File: config.mk
export PLATFORM = sky130hd
export DESIGN_NAME = mvwap_ctrl
export DESIGN_NICKNAME = d
export VERILOG_FILES = /design/src/design/mvwap_pkg.sv /design/src/design/mvwap_ctrl.sv
export VERILOG_INCLUDE_DIRS = /design/src /design/src/design
export SDC_FILE = /design/constraint.sdc
export NUM_CORES = 1
export LEC_CHECK = 0
export CAP_MARGIN = 10
export CORE_MARGIN = 2
export CORE_UTILIZATION = 65
export CTS_BUF_LIST = sky130_fd_sc_hd__clkbuf_2 sky130_fd_sc_hd__clkbuf_4 sky130_fd_sc_hd__clkbuf_8
export DETAILED_ROUTE_END_ITERATION = 10
export DONT_BUFFER_PORTS = 1
export HOLD_SLACK_MARGIN = 0.06
export PLACE_DENSITY = 0.86
export SLEW_MARGIN = 20
export SYNTH_ARGS = -nofsm -noshare
export SYNTH_HDL_FRONTEND = slang
export SYNTH_SLANG_ARGS = --single-unit
File: constraint.sdc
create_clock -name clock -period 3.7 [get_ports clock]
set_input_delay 0 -clock clock [delete_from_list [all_inputs] [get_ports clock]]
set_output_delay 0 -clock clock [all_outputs]
set_load 0.005 [all_outputs]
File: src/design/market_vwap_and_weighted_mid_tracker_assert.svh
// ----------------------------------------------------------------------------
// market vwap tracker assertion macros
// shared property forms for the tracker's concurrent checks
// ----------------------------------------------------------------------------
`ifndef MARKET_VWAP_AND_WEIGHTED_MID_TRACKER_ASSERT_SVH
`define MARKET_VWAP_AND_WEIGHTED_MID_TRACKER_ASSERT_SVH

// same-cycle implication
`define MVWAP_ASSERT_NOW(label, clk, rst, ante, cons) \
   label: assert property (@(posedge clk) disable iff (rst) (ante) |-> (cons)) \
      else $error("mvwap check failed");

// next-cycle implication
`define MVWAP_ASSERT_NEXT(label, clk, rst, ante, cons) \
   label: assert property (@(posedge clk) disable iff (rst) (ante) |=> (cons)) \
      else $error("mvwap check failed");

`endif

File: src/design/mvwap_pkg.sv
// ----------------------------------------------------------------------------
// mvwap_pkg
// types and constants shared by the vwap and weighted mid tracker
// ----------------------------------------------------------------------------
package mvwap_pkg;

   localparam int SLOT_COUNT = 8;
   localparam int SLOT_W     = 3;
   localparam int PX_W       = 48;
   localparam int QTY_W      = 32;
   localparam int SQ_W       = 35;
   localparam int VOL_W      = 48;
   localparam int NOT_W      = 128;
   localparam int CHUNK_W    = 24;
   localparam int MQ_W       = 35;
   localparam int PROD_W     = 83;
   localparam int DIV_CNT_W  = 7;
   localparam int REQ_DATA_W = 88;
   localparam int REQ_USER_W = 3;
   localparam int RSP_DATA_W = 488;

   localparam logic [PX_W-1:0] PX_UNDEF = 48'h7FFF_FFFF_FFFF;
   localparam logic [PX_W-1:0] PX_MIN   = 48'h8000_0000_0000;

   localparam logic       OP_TRADE  = 1'b0;
   localparam logic       OP_TOP    = 1'b1;
   localparam logic [1:0] SIDE_BID  = 2'd0;
   localparam logic [1:0] SIDE_ASK  = 2'd1;
   localparam logic [1:0] SIDE_NONE = 2'd2;

   typedef enum logic [1:0] {
      JOB_TRADE = 2'd0,
      JOB_MID_A = 2'd1,
      JOB_MID_B = 2'd2
   } job_type;

   typedef enum logic [11:0] {
      S_IDLE       = 12'b0000_0000_0001,
      S_LOAD       = 12'b0000_0000_0010,
      S_MERGE_INIT = 12'b0000_0000_0100,
      S_MERGE      = 12'b0000_0000_1000,
      S_CHECK      = 12'b0000_0001_0000,
      S_MUL_LO     = 12'b0000_0010_0000,
      S_MUL_HI     = 12'b0000_0100_0000,
      S_ACC        = 12'b0000_1000_0000,
      S_DIV_INIT   = 12'b0001_0000_0000,
      S_DIV        = 12'b0010_0000_0000,
      S_DIV_END    = 12'b0100_0000_0000,
      S_DONE       = 12'b1000_0000_0000
   } state_type;

   typedef struct packed {
      logic    take;
      logic    apply;
      logic    merge_init;
      logic    merge_step;
      logic    mul_load;
      logic    mul_step;
      logic    mul_acc;
      logic    div_load;
      logic    div_step;
      logic    div_store;
      logic    out_load;
      job_type job;
   } cmd_type;

   typedef struct packed {
      logic is_trade;
      logic do_merge;
      logic vol_zero;
      logic mid_ok;
      logic merge_last;
      logic div_last;
      logic rsp_free;
   } status_type;

endpackage

File: src/design/mvwap_ctrl.sv
// ----------------------------------------------------------------------------
// mvwap_ctrl
// sequencer for decode, slot merge, multiply and divide of one item
// ----------------------------------------------------------------------------
`include "market_vwap_and_weighted_mid_tracker_assert.svh"

module mvwap_ctrl (
   input  logic                   clock,
   input  logic                   reset,
   input  logic                   req_tvalid,
   output logic                   req_tready,
   input  mvwap_pkg::status_type  sts,
   output mvwap_pkg::cmd_type     cmd
);

   mvwap_pkg::state_type state_ff, state_in;
   mvwap_pkg::job_type   job_ff, job_in;

   always_ff @(posedge clock) begin
      if (reset) begin
         state_ff <= mvwap_pkg::S_IDLE;
         job_ff   <= mvwap_pkg::JOB_TRADE;
      end else begin
         state_ff <= state_in;
         job_ff   <= job_in;
      end
   end

   assign req_tready = (state_ff == mvwap_pkg::S_IDLE);

   always_comb begin
      state_in = state_ff;
      job_in   = job_ff;
      cmd      = '0;
      cmd.job  = job_ff;
      case (state_ff)
         mvwap_pkg::S_IDLE: begin
            if (req_tvalid) begin
               cmd.take = 1'b1;
               state_in = mvwap_pkg::S_LOAD;
            end
         end
         mvwap_pkg::S_LOAD: begin
            cmd.apply = 1'b1;
            if (sts.is_trade) begin
               cmd.mul_load = 1'b1;
               cmd.job      = mvwap_pkg::JOB_TRADE;
               job_in       = mvwap_pkg::JOB_TRADE;
               state_in     = mvwap_pkg::S_MUL_LO;
            end else if (sts.do_merge) begin
               state_in = mvwap_pkg::S_MERGE_INIT;
            end else begin
               state_in = mvwap_pkg::S_DONE;
            end
         end
         mvwap_pkg::S_MERGE_INIT: begin
            cmd.merge_init = 1'b1;
            state_in       = mvwap_pkg::S_MERGE;
         end
         mvwap_pkg::S_MERGE: begin
            cmd.merge_step = 1'b1;
            if (sts.merge_last) begin
               state_in = mvwap_pkg::S_CHECK;
            end
         end
         mvwap_pkg::S_CHECK: begin
            if (sts.mid_ok) begin
               cmd.mul_load = 1'b1;
               cmd.job      = mvwap_pkg::JOB_MID_A;
               job_in       = mvwap_pkg::JOB_MID_A;
               state_in     = mvwap_pkg::S_MUL_LO;
            end else begin
               state_in = mvwap_pkg::S_DONE;
            end
         end
         mvwap_pkg::S_MUL_LO: begin
            cmd.mul_step = 1'b1;
            state_in     = mvwap_pkg::S_MUL_HI;
         end
         mvwap_pkg::S_MUL_HI: begin
            cmd.mul_step = 1'b1;
            state_in     = mvwap_pkg::S_ACC;
         end
         mvwap_pkg::S_ACC: begin
            cmd.mul_acc = 1'b1;
            case (job_ff)
               mvwap_pkg::JOB_TRADE: begin
                  state_in = sts.vol_zero ? mvwap_pkg::S_DONE : mvwap_pkg::S_DIV_INIT;
               end
               mvwap_pkg::JOB_MID_A: begin
                  // first product stored while the second operand pair loads
                  cmd.mul_load = 1'b1;
                  cmd.job      = mvwap_pkg::JOB_MID_B;
                  job_in       = mvwap_pkg::JOB_MID_B;
                  state_in     = mvwap_pkg::S_MUL_LO;
               end
               default: begin
                  state_in = mvwap_pkg::S_DIV_INIT;
               end
            endcase
         end
         mvwap_pkg::S_DIV_INIT: begin
            cmd.div_load = 1'b1;
            state_in     = mvwap_pkg::S_DIV;
         end
         mvwap_pkg::S_DIV: begin
            cmd.div_step = 1'b1;
            if (sts.div_last) begin
               state_in = mvwap_pkg::S_DIV_END;
            end
         end
         mvwap_pkg::S_DIV_END: begin
            cmd.div_store = 1'b1;
            state_in      = mvwap_pkg::S_DONE;
         end
         mvwap_pkg::S_DONE: begin
            if (sts.rsp_free) begin
               cmd.out_load = 1'b1;
               state_in     = mvwap_pkg::S_IDLE;
            end
         end
         default: begin
            state_in = mvwap_pkg::S_IDLE;
         end
      endcase
   end

   `MVWAP_ASSERT_NEXT(a_take_loads, clock, reset, cmd.take, state_ff == mvwap_pkg::S_LOAD)
   `MVWAP_ASSERT_NOW(a_out_free, clock, reset, cmd.out_load, sts.rsp_free)
   `MVWAP_ASSERT_NOW(a_store_after_last, clock, reset, cmd.div_store, $past(sts.div_last))
   `MVWAP_ASSERT_NEXT(a_merge_runs, clock, reset, cmd.merge_init, state_ff == mvwap_pkg::S_MERGE)

endmodule

# Yosys cells after proc, flatten, opt, wreduce, memory -nomap -nowiden
# Index checks and enable logic that the tools add are counted.
# Widths: inputs -> output; s select.
[word_totals]
reg_bits = 14
in_bits = 10
output_inout_bits = 14
elab_cells = 52
[classes]
eq_ne = 17
mux = 30
n_reduce_logical = 3
[ops]
columns = ["cell", "count"]
rows = [
  ["$pmux 12 s12", 1],
  ["$mux 12", 8],
  ["$pmux 12 s2", 1],
  ["$mux 1", 15],
  ["$eq 12x1->1 const B", 1],
  ["$eq 12x10->1 const B", 1],
  ["$eq 12x11->1 const B", 1],
  ["$eq 12x12->1 const B", 1],
  ["$eq 12x2->1 const B", 1],
  ["$eq 12x3->1 const B", 1],
  ["$eq 12x4->1 const B", 1],
  ["$eq 12x5->1 const B", 1],
  ["$eq 12x6->1 const B", 1],
  ["$eq 12x7->1 const B", 1],
  ["$eq 12x8->1 const B", 1],
  ["$eq 12x9->1 const B", 1],
  ["$ne 2x2->1 const B", 4],
  ["$mux 2", 3],
  ["$pmux 2 s3", 1],
  ["$reduce_and 4->1", 1],
  ["$pmux 1 s3", 1],
  ["$eq 2x1->1 const B", 1],
  ["$logic_not 2->1", 1],
  ["$reduce_or 2->1", 1],
]

# Longest topological paths before layout
[depth]
ltp_word = 3
depth_mapped = 6
mapped_depth_nobuf = 5

# Worst setup path after synthesis
# Ideal clock, no wire load.
[synth_path]
path_type = "reg2reg"
startpoint = "reg state_ff[9]"
endpoint = "reg job_ff[0]"
setup_ns = 0.115
arrival_time_ns = 1.442
required_ns = 3.585
setup_slack_ns = 2.144
stages_incl_launch_ff = 6
path_buffers = 1
period_less_slack_ns = 1.556
cell_sequence = "dfxtp_1 > buf_6 > nor4_2 > nand4_1 > o221a_2 > and2_1"
[synth_rtl]
columns = ["element", "line_no", "text"]
rows = [
  ["from (decl)", "mvwap_ctrl.sv:16", "mvwap_pkg::state_type state_ff, state_in;"],
  ["from (signal assigned)", "mvwap_ctrl.sv:21", "state_ff <= mvwap_pkg::S_IDLE;"],
  ["from (signal assigned)", "mvwap_ctrl.sv:24", "state_ff <= state_in;"],
  ["to (signal assigned)", "mvwap_ctrl.sv:22", "job_ff <= mvwap_pkg::JOB_TRADE;"],
  ["to (signal assigned)", "mvwap_ctrl.sv:25", "job_ff <= job_in;"],
  ["to (decl)", "mvwap_ctrl.sv:17", "mvwap_pkg::job_type job_ff, job_in;"],
]

# Final worst setup path
[layout_path]
startpoint = "reg state_ff[0]"
endpoint = "reg state_ff[11]"
[layout_via]
elab_chain_len = 3
word_cells_on_any_way = 18
cone_classes = "16 x eq/ne; 1 x mux; 1 x reduce/logical"
[layout_rtl]
columns = ["element", "line_no", "text"]
rows = [
  ["$eq 12x4->1, or another cell as far along", "mvwap_ctrl.sv:36", "case (state_ff)"],
  ["$ne 2x2->1 (no source line)", "--", ""],
  ["$reduce_and 4->1 (no source line)", "--", ""],
]
# Several ways; a longest one is shown, not always the timed one.
# A chain may end at the register's enable or synchronous reset.

==> impl_metrics.toml <==
[sta]
clock_skew_ns = 0.00529
tns_ns = 0
hold_viol = 0
max-slew-margin-rel_pct = 67.9
setup_violations = 0
worst_pin_slew_ns = 0.477
fin_crit_sh_pct = 60.5
timing.fmax_mhz = 446
worst_slack_ns = 1.46
report.final.slew_viol_count = 0
hold_slack_ns = 0.0760
rsz0062_at_grt = "false"
min_period_ns = 2.24

[setup_path]
setup.worst_path.start = "state_ff[0]"
path_max_fanout = 6
worstSetupStartpointType = "flop"
end_kind = "flop"
reg2reg_depth = 6
required_ns = 3.93
crit_end = "state_ff[11]"
r2r_start = "state_ff[0]"
ff2ff_setup_slack_ns = 1.46
critical_path_class = "flop to flop"
r2r-end = "state_ff[11]"
cp.arrival_ns = 2.47

[cells_and_area]
area_growth_pct = 13.2
final_common_cell = "dfxtp_1"
fillers = 90
seqCellArea_um2 = 280
drive_above_1_share_pct = 16.5
multi_input_area_um2 = 584
layout.nets = 127
antenna_cells = 0
final_cell_mix = "14 x dfxtp_1, 13 x nor2_1, 10 x inv_1"
fin_util_pct = 79.4

[die]
die_h_um = 41.5
rows = 13
start_util_pct = 70.2
dieArea_um2 = 1720
ios = 24
fp.dieW_um = 41.5
coreArea_um2 = 1300

[place]
place_ws_ns = 1.98
gp_congestion = 0.892
dp_hpwl_um = 1520
placement.io_buffers = 0

[logic_synthesis]
yosysWarningCount = 0
syn_nets = 114
synth_seq_area_share_pct = 30.7
synth_top_cell_by_area = "dfxtp_1"
ys_ff_latch = 14
synthCells = 104
synth_area_leaders = "dfxtp_1 31%, nor2_1 5.3%, nor4_4 4.7%"
syn_avg_cell_area_um2 = 8.78
syn-cell-area_um2 = 913
synth.distinct_cells = 40
yosysTopAreaCellShare_pct = 30.7

[cts]
cts_hold_buf = 9
postCtsSetupBuffers = 0
numCtsBuffers = 3
worstSkewPairLatency_ns = 0.28
clock-sinks = 14
cts_tree = "yes"
clk_path_buf_depth = 2
htreeDepth = 1
cts-root-buf = "clkbuf_4"
cts_resized = 0
clkTransAtPathRegs_ns = 0.08

[detailed_routing]
via_count = 832
drc = 0
final_antenna_net_count = 0
viasPerCell = 6.40
wl_per_cell_um = 15.7
drtIter0Drc = 18
first_pass_iters = 4
wl_um = 2050

[global_routing]
gr-usage-all-layers_pct = 24.8
grt-ovfl-total = 0
antenna_found_initial = 0
grt_max_degree = 8
grt_pass1_vias = 798
grt_pass1_wl_um = 3390

[power]
seqPwrFrac_pct = 54.1
p_switching_mw = 0.0795
p_int_mw = 0.214
pwr-share-comb_pct = 17.0
clock_power_share_pct = 29.0
total_power_mw = 0.294
p_per_area_nw_per_um2 = 284
swShare_pct = 27.1
vdd_drop_max_mv = 0.218
power_leakage_nw = 0.422

[status]
status = "finished, final reports clean"

[hold_path]
hp-class = "primary input to flop"
hp-start = "sts[6]"

[flow_run]
max-cap-violations = 0
[sequential cells by signal, summed over array words and instances (netlist names)]
name / cells
state_ff: 12
job_ff: 2
[per-layer routing]
metal | track usage [%] | vias up | wire length, um
met3 | 4.35 | 6 | 113
li1 | - | 411 | -
met5 | 0 | - | 0
met2 | 41.9 | 29 | 1020
met1 | 29.6 | 386 | 862
met4 | 13.5 | 0 | 53
[logic make-up after synthesis]
logic type | synth area share [%]
compound gates | 17.8
buf+inv | 5.34
simple gates | 43.3
xor+xnor | 2.88
flops | 30.7
[critical path: stages, from the launching register on]
cell	delay, ns
dfxtp_1	0.39
nor4_4	0.39
nand3_1	0.12
nor3_1	0.33
o21ai_0	0.22
a31oi_1	0.18
dlygate4sd3_1	0.55
[synthesized netlist by cell type, drive strengths merged]
master,instances
nor2,13
buf,1
nand3,2
nand2,2
o21bai,1
xor2,2
nand3b,1
dfxtp,14
nand4,6
o22ai,1
o221a,1
nor4b,1
or2b,1
a211oi,1
xnor2,1
nor2b,5
a211o,1
a31oi,1
o21a,1
and4,1
a21boi,1
nor3b,2
and2,5
nor3,9
o21ai,2
inv,10
o211ai,1
a21o,1
o311ai,1
and3,2
o221ai,2
o32a,1
and4bb,2
a21oi,3
nor4,5
[power groups by stage]
| stage | Combinational, mW | Clock, mW | Sequential (mW) |
|---|---|---|---|
| after floorplan | 0.0354 | 0 | 0.161 |
| after global placement | 0.0410 | 0 | 0.162 |
| after detailed placement | 0.0413 | 0 | 0.162 |
| after CTS | 0.0491 | 0.0849 | 0.158 |
| after global routing | 0.0544 | 0.0902 | 0.159 |
| final | 0.0499 | 0.0850 | 0.159 |
[worst min path at each step]
stage / endpoint / slack [ns] / cells past startpoint
final: job_ff[1] / 0.08 / 3
after CTS: job_ff[1] / 0.08 / 3
after global routing: job_ff[1] / 0.1 / 3
after global placement: state_ff[11] / 0.07 / 1
after floorplan: state_ff[11] / 0.07 / 1
after detailed placement: state_ff[11] / 0.08 / 1
[stage by stage]
stage          instance area (um2)  instances
3_5_place_dp                   921        118
4_1_cts                       1030        130
6_report                      1030        130
3_3_place_gp                   921        118
2_1_floorplan                  913        104
5_1_grt                       1030        130
[layout make-up]
type	instances	share of cell area, %
well taps	15	1.82
multi-input cells	79	56.5
repair buffers	9	8.72
clock buffers	3	2.18
inverters	10	3.63
flip-flops and latches	14	27.1
Note: power is estimated with default switching activity, not from simulation.
